### src/hw/rtl/assert_macros.svh
// Assertion helpers; each expects aclk and aresetn in the scope of use.
`ifndef ASSERT_MACROS_SVH
`define ASSERT_MACROS_SVH

// Implication checked in the next cycle.
`define ASSERT_NEXT(label, pre, post) \
    label: assert property (@(posedge aclk) disable iff (!aresetn) (pre) |=> (post)) \
        else $error("next-cycle check failed");

// Implication checked in the same cycle.
`define ASSERT_SAME(label, pre, post) \
    label: assert property (@(posedge aclk) disable iff (!aresetn) (pre) |-> (post)) \
        else $error("same-cycle check failed");

`endif

### src/hw/rtl/dnr_pkg.sv
package dnr_pkg;

    localparam int LANES  = 4;
    localparam int DATA_W = 8;
    localparam int PROD_W = 2 * DATA_W;
    localparam int SUM_W  = PROD_W + $clog2(LANES);
    localparam int ACC_W  = 32;
    localparam int SHIFT_W = 5;

    localparam int SAT_HIGH = 127;
    localparam int SAT_LOW  = -128;

    // Configuration register indexes
    localparam int CFG_IDX_W = 2;
    localparam logic [CFG_IDX_W-1:0] CFG_OUTPUT_MULTIPLIER   = 2'd0;
    localparam logic [CFG_IDX_W-1:0] CFG_OUTPUT_SHIFT_AMOUNT = 2'd1;
    localparam logic [CFG_IDX_W-1:0] CFG_RELU_ENABLE         = 2'd2;

    typedef logic signed [PROD_W-1:0] dnr_prod_t;

    // Control of the tile held next to the lane products
    typedef struct packed {
        logic             valid;
        logic             first;
        logic             last;
        logic [ACC_W-1:0] bias;
    } dnr_tile_ctl_t;

    // Requantization settings
    typedef struct packed {
        logic [ACC_W-1:0]   multiplier;
        logic [SHIFT_W-1:0] shift;
        logic               relu;
    } dnr_cfg_t;

endpackage

### src/hw/rtl/int8_dense_neuron_requant_core.sv
// A tile marked last reaches m_valid through the lane product registers, the
// accumulator result register, the requantization multiplier stage and the output
// register, each holding one item. Throughput: one tile per cycle while s_ready is
// high; up to four last tiles are absorbed while m_ready is low before s_ready drops.
// Reset: synchronous, active low; clears the accumulator and the pipeline, and sets
// multiplier to 1, shift to 0 and ReLU off.
`include "assert_macros.svh"

module int8_dense_neuron_requant_core
    import dnr_pkg::*;
(
    input  logic                        aclk,
    input  logic                        aresetn,
    input  logic                        s_valid,
    output logic                        s_ready,
    input  logic signed [DATA_W-1:0]    s_weight_lane0,
    input  logic signed [DATA_W-1:0]    s_weight_lane1,
    input  logic signed [DATA_W-1:0]    s_weight_lane2,
    input  logic signed [DATA_W-1:0]    s_weight_lane3,
    input  logic signed [DATA_W-1:0]    s_act_lane0,
    input  logic signed [DATA_W-1:0]    s_act_lane1,
    input  logic signed [DATA_W-1:0]    s_act_lane2,
    input  logic signed [DATA_W-1:0]    s_act_lane3,
    input  logic signed [ACC_W-1:0]     s_neuron_bias,
    input  logic                        s_first_tile,
    input  logic                        s_last_tile,
    output logic                        m_valid,
    input  logic                        m_ready,
    output logic signed [DATA_W-1:0]    m_neuron_out,
    input  logic                        cfg_valid,
    output logic                        cfg_ready,
    input  logic [CFG_IDX_W-1:0]        cfg_index,
    input  logic [ACC_W-1:0]            cfg_data
);

    logic signed [DATA_W-1:0] weight [LANES];
    logic signed [DATA_W-1:0] act    [LANES];
    dnr_prod_t                prod   [LANES];
    dnr_tile_ctl_t            tile_reg;
    dnr_tile_ctl_t            tile_next;
    dnr_cfg_t                 cfg_reg;
    logic                     accept;
    logic                     drain;
    logic                     res_valid;
    logic                     res_ready;
    logic [ACC_W-1:0]         res_acc;

    assign weight[0] = s_weight_lane0;
    assign weight[1] = s_weight_lane1;
    assign weight[2] = s_weight_lane2;
    assign weight[3] = s_weight_lane3;
    assign act[0]    = s_act_lane0;
    assign act[1]    = s_act_lane1;
    assign act[2]    = s_act_lane2;
    assign act[3]    = s_act_lane3;

    assign s_ready   = !tile_reg.valid || drain;
    assign accept    = s_valid && s_ready;
    assign cfg_ready = 1'b1;

    // configuration registers
    always_ff @(posedge aclk) begin
        if (!aresetn) begin
            cfg_reg.multiplier <= ACC_W'(1);
            cfg_reg.shift      <= '0;
            cfg_reg.relu       <= 1'b0;
        end else if (cfg_valid) begin
            unique case (cfg_index)
                CFG_OUTPUT_MULTIPLIER:   cfg_reg.multiplier <= cfg_data;
                CFG_OUTPUT_SHIFT_AMOUNT: cfg_reg.shift      <= cfg_data[SHIFT_W-1:0];
                CFG_RELU_ENABLE:         cfg_reg.relu       <= cfg_data[0];
                default: ;
            endcase
        end
    end

    // tile control travels with the lane products
    always_comb begin
        tile_next = tile_reg;
        if (accept) begin
            tile_next.valid = 1'b1;
            tile_next.first = s_first_tile;
            tile_next.last  = s_last_tile;
            tile_next.bias  = s_neuron_bias;
        end else if (drain) begin
            tile_next.valid = 1'b0;
        end
    end

    always_ff @(posedge aclk) begin
        if (!aresetn) begin
            tile_reg.valid <= 1'b0;
        end else begin
            tile_reg.valid <= tile_next.valid;
        end
        tile_reg.first <= tile_next.first;
        tile_reg.last  <= tile_next.last;
        tile_reg.bias  <= tile_next.bias;
    end

    for (genvar k = 0; k < LANES; k++) begin : g_lane
        dnr_lane u_lane (
            .aclk   (aclk),
            .load   (accept),
            .weight (weight[k]),
            .act    (act[k]),
            .prod   (prod[k])
        );
    end

    dnr_merge u_merge (
        .aclk      (aclk),
        .aresetn   (aresetn),
        .tile      (tile_reg),
        .prod      (prod),
        .drain     (drain),
        .res_valid (res_valid),
        .res_ready (res_ready),
        .res_acc   (res_acc)
    );

    dnr_requant u_requant (
        .aclk      (aclk),
        .aresetn   (aresetn),
        .cfg       (cfg_reg),
        .res_valid (res_valid),
        .res_ready (res_ready),
        .res_acc   (res_acc),
        .out_valid (m_valid),
        .out_ready (m_ready),
        .out_value (m_neuron_out)
    );

    `ASSERT_NEXT(a_accept_fills_stage, accept, tile_reg.valid)
    `ASSERT_SAME(a_drain_needs_tile, drain, tile_reg.valid)

endmodule

### src/hw/rtl/dnr_lane.sv
module dnr_lane
    import dnr_pkg::*;
(
    input  logic                     aclk,
    input  logic                     load,
    input  logic signed [DATA_W-1:0] weight,
    input  logic signed [DATA_W-1:0] act,
    output dnr_prod_t                prod
);

    dnr_prod_t prod_reg;
    dnr_prod_t prod_next;

    // one signed 8x8 product per lane
    assign prod_next = weight * act;

    always_ff @(posedge aclk) begin
        if (load) begin
            prod_reg <= prod_next;
        end
    end

    assign prod = prod_reg;

endmodule

### src/hw/rtl/dnr_merge.sv
`include "assert_macros.svh"

module dnr_merge
    import dnr_pkg::*;
(
    input  logic             aclk,
    input  logic             aresetn,
    input  dnr_tile_ctl_t    tile,
    input  dnr_prod_t        prod [LANES],
    output logic             drain,
    output logic             res_valid,
    input  logic             res_ready,
    output logic [ACC_W-1:0] res_acc
);

    logic signed [SUM_W-1:0] lane_sum;
    logic [ACC_W-1:0]        acc_reg;
    logic [ACC_W-1:0]        acc_next;
    logic [ACC_W-1:0]        res_acc_reg;
    logic                    res_valid_reg;
    logic                    res_valid_next;

    // combine the lane products
    always_comb begin
        lane_sum = '0;
        for (int k = 0; k < LANES; k++) begin
            lane_sum = lane_sum + SUM_W'(prod[k]);
        end
    end

    // a last tile waits until the result slot is free
    assign drain    = tile.valid && (!tile.last || !res_valid_reg || res_ready);
    assign acc_next = (tile.first ? tile.bias : acc_reg) + ACC_W'(lane_sum);

    always_comb begin
        res_valid_next = res_valid_reg;
        if (drain && tile.last) begin
            res_valid_next = 1'b1;
        end else if (res_ready) begin
            res_valid_next = 1'b0;
        end
    end

    always_ff @(posedge aclk) begin
        if (!aresetn) begin
            acc_reg       <= '0;
            res_valid_reg <= 1'b0;
        end else begin
            res_valid_reg <= res_valid_next;
            if (drain) begin
                acc_reg <= acc_next;
            end
        end
    end

    always_ff @(posedge aclk) begin
        if (drain && tile.last) begin
            res_acc_reg <= acc_next;
        end
    end

    assign res_valid = res_valid_reg;
    assign res_acc   = res_acc_reg;

    `ASSERT_NEXT(a_last_gives_result, drain && tile.last, res_valid_reg && res_acc_reg == acc_reg)
    `ASSERT_NEXT(a_result_holds, res_valid_reg && !res_ready, res_valid_reg && $stable(res_acc_reg))

endmodule

### src/hw/rtl/dnr_requant.sv
`include "assert_macros.svh"

module dnr_requant
    import dnr_pkg::*;
(
    input  logic                     aclk,
    input  logic                     aresetn,
    input  dnr_cfg_t                 cfg,
    input  logic                     res_valid,
    output logic                     res_ready,
    input  logic [ACC_W-1:0]         res_acc,
    output logic                     out_valid,
    input  logic                     out_ready,
    output logic signed [DATA_W-1:0] out_value
);

    logic                     prod_valid_reg;
    logic                     prod_valid_next;
    logic [ACC_W-1:0]         prod_reg;
    logic [ACC_W-1:0]         prod_next;
    logic                     out_valid_reg;
    logic                     out_valid_next;
    logic signed [DATA_W-1:0] out_value_reg;
    logic signed [DATA_W-1:0] out_value_next;
    logic signed [ACC_W-1:0]  shifted;
    logic                     out_free;

    assign out_free  = !out_valid_reg || out_ready;
    assign res_ready = !prod_valid_reg || out_free;

    // multiply, keep the low 32 bits
    assign prod_next = res_acc * cfg.multiplier;

    // shift, optional ReLU, saturate to int8
    assign shifted = $signed(prod_reg) >>> cfg.shift;
    always_comb begin
        priority if (cfg.relu && shifted < 0) begin
            out_value_next = '0;
        end else if (shifted > ACC_W'(SAT_HIGH)) begin
            out_value_next = DATA_W'(SAT_HIGH);
        end else if (shifted < ACC_W'(SAT_LOW)) begin
            out_value_next = DATA_W'(SAT_LOW);
        end else begin
            out_value_next = shifted[DATA_W-1:0];
        end
    end

    always_comb begin
        prod_valid_next = prod_valid_reg;
        if (res_valid && res_ready) begin
            prod_valid_next = 1'b1;
        end else if (out_free) begin
            prod_valid_next = 1'b0;
        end
        out_valid_next = out_valid_reg;
        if (prod_valid_reg && out_free) begin
            out_valid_next = 1'b1;
        end else if (out_ready) begin
            out_valid_next = 1'b0;
        end
    end

    always_ff @(posedge aclk) begin
        if (!aresetn) begin
            prod_valid_reg <= 1'b0;
            out_valid_reg  <= 1'b0;
        end else begin
            prod_valid_reg <= prod_valid_next;
            out_valid_reg  <= out_valid_next;
        end
    end

    always_ff @(posedge aclk) begin
        if (res_valid && res_ready) begin
            prod_reg <= prod_next;
        end
        if (prod_valid_reg && out_free) begin
            out_value_reg <= out_value_next;
        end
    end

    assign out_valid = out_valid_reg;
    assign out_value = out_value_reg;

    `ASSERT_NEXT(a_prod_reaches_out, prod_valid_reg && out_free, out_valid_reg)
    `ASSERT_SAME(a_relu_nonneg, out_valid_reg && cfg.relu && $stable(cfg.relu), !out_value_reg[DATA_W-1])

endmodule

### config.mk
export PLATFORM = sky130hd
export DESIGN_NAME = int8_dense_neuron_requant_core
export DESIGN_NICKNAME = d
export VERILOG_FILES = /design/src/hw/rtl/dnr_pkg.sv /design/src/hw/rtl/int8_dense_neuron_requant_core.sv /design/src/hw/rtl/dnr_lane.sv /design/src/hw/rtl/dnr_merge.sv /design/src/hw/rtl/dnr_requant.sv
export VERILOG_INCLUDE_DIRS = /design/src /design/src/hw/rtl
export SDC_FILE = /design/constraint.sdc
export NUM_CORES = 2
export LEC_CHECK = 0
export ABC_AREA = 1
export BUFFER_PORTS_ARGS = -buffer_cell sky130_fd_sc_hd__buf_4
export CORE_MARGIN = 2
export CORE_UTILIZATION = 48
export DETAILED_ROUTE_END_ITERATION = 8
export PLACE_DENSITY = 0.72
export SLEW_MARGIN = 10
export SYNTH_ARGS = -nofsm -noshare
export SYNTH_HDL_FRONTEND = slang
export SYNTH_SLANG_ARGS = --single-unit
### constraint.sdc
create_clock -name aclk -period 7.9 [get_ports aclk]
set_input_delay 1.58 -clock aclk [delete_from_list [all_inputs] [get_ports aclk]]
set_output_delay 1.58 -clock aclk [all_outputs]
set_load 0.005 [all_outputs]
==> impl_results.md <==
* Status: complete, no violations
* Clock Tree Buf Depth at 3
* F_max at 137 MHz
* Final setup vio count at 0
* Skew-Pair Late Insertion Delay at 0.62 ns
* Final period util at 92.1%
* Gpl congestion at 0.923
* Tmin final at 7.28 ns
* Post-synthesis register bit count at 244
* YS warnings at 0
* Sequential area share after synthesis at 16.6%
* Most common cell after layout, fill and taps aside: inv_1
* Initial core utilization at 48.4%
* Die X at 291 um
* Die Y at 291 um
* Clk slew on worst S/H paths at 0.06 ns
* CTS tree: done
* Drt drc at 0
* Root buf cell: clkbuf_16
* FF+latch area at 6590 um^2
* CTS H-tree lvls at 1
* CTS Sinks at 244
* Crit path top cell by count: fa_1
* Initial antenna violation count at 3
* Port buffer count at 146
* Crit-path slowest cell: edfxtp_1
* Min-Delay Path Class: reg -> reg
* DRT Wirelength at 98.8 mm
* CP cell instances: buf_4 > nand2_1 > inv_1 > fa_1 > fa_1 > inv_1 > fa_1 > inv_1 > fa_1 > inv_1 > fa_1 > inv_1 > fa_1 > fa_1 > inv_1 > fa_1 > inv_1 > ha_1 > nand2_1 > nor3_1 > nand4_1 > o211ai_1 > xor2_1
* Hold_buf cts at 0
* Most frequent cells in the layout: 1274 x inv_1, 1221 x nand2_1, 662 x fa_1, 287 x ha_1, 200 x nand3_1
* CTS Buf Count at 31
* Pre-antenna DRT Iters at 6
* Pin count of the biggest net entering global routing at 78
* Drt via density at 5.09
* Mean Syn Cell Area at 7.98 um^2
* Buf/Inv on CP at 8
* Synth unique cells at 45
* Normalized max-slew margin at 25.7%
* Site row count at 105
* Slew Viols, Final at 0
* Share of layout cells above drive strength 1 at 5.67%
* Fin nets at 6056
* Postcts setup bufs at 0
* Synth Flop Type: edfxtp_1
* Via count at 30900
* Drt wl/cell at 16.3 um
* Crit path launch type: flip-flop
* Reg-to-reg startpoint: u_merge.res_acc[8]$_DFFE_PP_
* Crit. End Element: flip-flop
* Max reg flops at 64
* Core box area at 81800 um^2
* Setup CP Type: reg -> reg
* Max stage delay on crit path at 1.01 ns
* Die area at 84900 um^2
* Setup TNS at 0 ns
* Mapped Cells at 4964
* GR Overflow Total at 0
* Fillers at 7693
* First-pass GRT wire length at 164 mm
* Fin. Hold Viols at 0
* WP data required at 8.24 ns
* Crit. Startpoint: u_merge.res_acc[8]$_DFFE_PP_
* Vias in the first global route at 32300
* Syn_nets at 6050
* Number of flops mapped to enable cells by yosys at 170
* Cts repair resizes at 0
* Min-delay src: u_merge.acc_reg[1]$_SDFFE_PN0P_
* MaxCap Viol Count at 0
* Layout area overhead at 7.75%
* Post-Syn Area at 39600 um^2
* Critical path's top delay family: adder cells
* Routed Antenna Nets at 0
* RSZ-0062 raised after global routing: no
* IO Count at 148
* HPWL after DPL at 81.5 mm
* CP max FO at 15
* Gr usage total at 24.1%
* Arr. time, crit path at 7.61 ns
* Worst slew pin tran at 1.11 ns
* DRT iter0 DRCs at 1929
* FFs w/ async S/R, synth at 0%
* Setup Skew at 0.0254 ns
* Area of the multi-input gates at 27300 um^2
==> area by class of cell <==
type                       count  share of cell area [%]
inverter                    1280                    11.3
multi-input combinational   3215                    64.1
timing repair buffer         198                    3.51
clock inverter                14                   0.443
antenna                        1                 0.00586
tap                         1070                    3.14
clock buffer                  44                    2.17
sequential                   244                    15.4
==> layer usage <==
metal  track usage (%)  routed length [um]  vias to the layer above
li1                  -                   -                    14700
met1              28.6               38100                    15100
met2              44.1               51100                      832
met3              2.25                4510                      241
met4              10.7                5060                        4
met5                 0                  28                        -
==> stage by stage <==
| step | utilization, % | setup WS (ns) | area (um^2) | hold WS, ns | cells |
|---|---|---|---|---|---|
| 6_report | 52.2 | 0.621 | 42700 | 0.447 | 6066 |
| 5_1_grt | 52.2 | 0.217 | 42700 | 0.461 | 6065 |
| 2_1_floorplan | - | 0.720 | 39600 | 0.424 | 4964 |
| 4_1_cts | 52.2 | 0.683 | 42700 | 0.453 | 6065 |
| 3_3_place_gp | 50.8 | 0.770 | 41600 | 0.436 | 6007 |
| 3_5_place_dp | 50.8 | 0.700 | 41600 | 0.445 | 6007 |
==> tightest hold or removal path, delay by kind of cell, from the launching register on <==
kind / cells / cell delay [ns]
AOI/OAI and AO/OA: 1 / 0.05
buffers and inverters: 1 / 0.05
DFF: 1 / 0.30
==> cell families (layout without fill, tap and decap cells) <==
group                      Yosys count  in the layout  share of synthesized area (%)
adders and majority gates          949            949                           42.5
buffers and inverters             1505           1536                           14.4
DFF                                244            244                           16.6
xor gates and xnor gates           172            172                           3.80
and+or+nand+nor                   1672           1672                           16.9
other                                1              2                        0.00946
muxes                                2              2                         0.0505
AOI/OAI and AO/OA                  419            419                           5.71
==> final timing paths <==
path                                                    endpoint  slack [ns]  cells past startpoint
worst min register to register   u_merge.acc_reg[1]$_SDFFE_PN0P_        0.45                      2
worst min-delay path             u_merge.acc_reg[1]$_SDFFE_PN0P_        0.45                      2
worst max-delay path            u_requant.prod_reg[27]$_DFFE_PP_        0.62                     23
worst max register to register  u_requant.prod_reg[27]$_DFFE_PP_        0.62                     23
==> synthesized netlist by cell type, types with 2 or more instances <==
master	n	share of area [%]
ha_1	287	9.1
clkinv_1	4	0.038
nand2_1	1221	12
o221ai_1	2	0.044
xnor2_1	68	1.5
mux2i_1	2	0.051
xor2_1	104	2.3
a21boi_0	6	0.11
o21bai_1	9	0.17
nand4_1	15	0.24
o211ai_1	11	0.21
nand2_2	2	0.032
nor2_1	176	1.7
a31oi_1	7	0.11
o21ai_0	173	2.2
o21ai_1	5	0.063
o31ai_1	4	0.076
a21o_1	11	0.21
fa_1	662	33
or2_2	26	0.41
nand3_1	200	2.5
nand3b_1	7	0.13
inv_1	1274	12
buf_4	9	0.17
nor3_1	20	0.25
o21a_1	4	0.076
edfxtp_1	170	13
a21oi_1	177	2.2
o2111ai_1	3	0.066
dfxtp_1	74	3.7
buf_1	12	0.11
clkbuf_1	185	1.8
a211oi_1	3	0.057
buf_2	19	0.24
inv_2	2	0.019
Power is not shown: default switching activity piles up to over one toggle a cycle in this logic, so the estimate is an artifact.
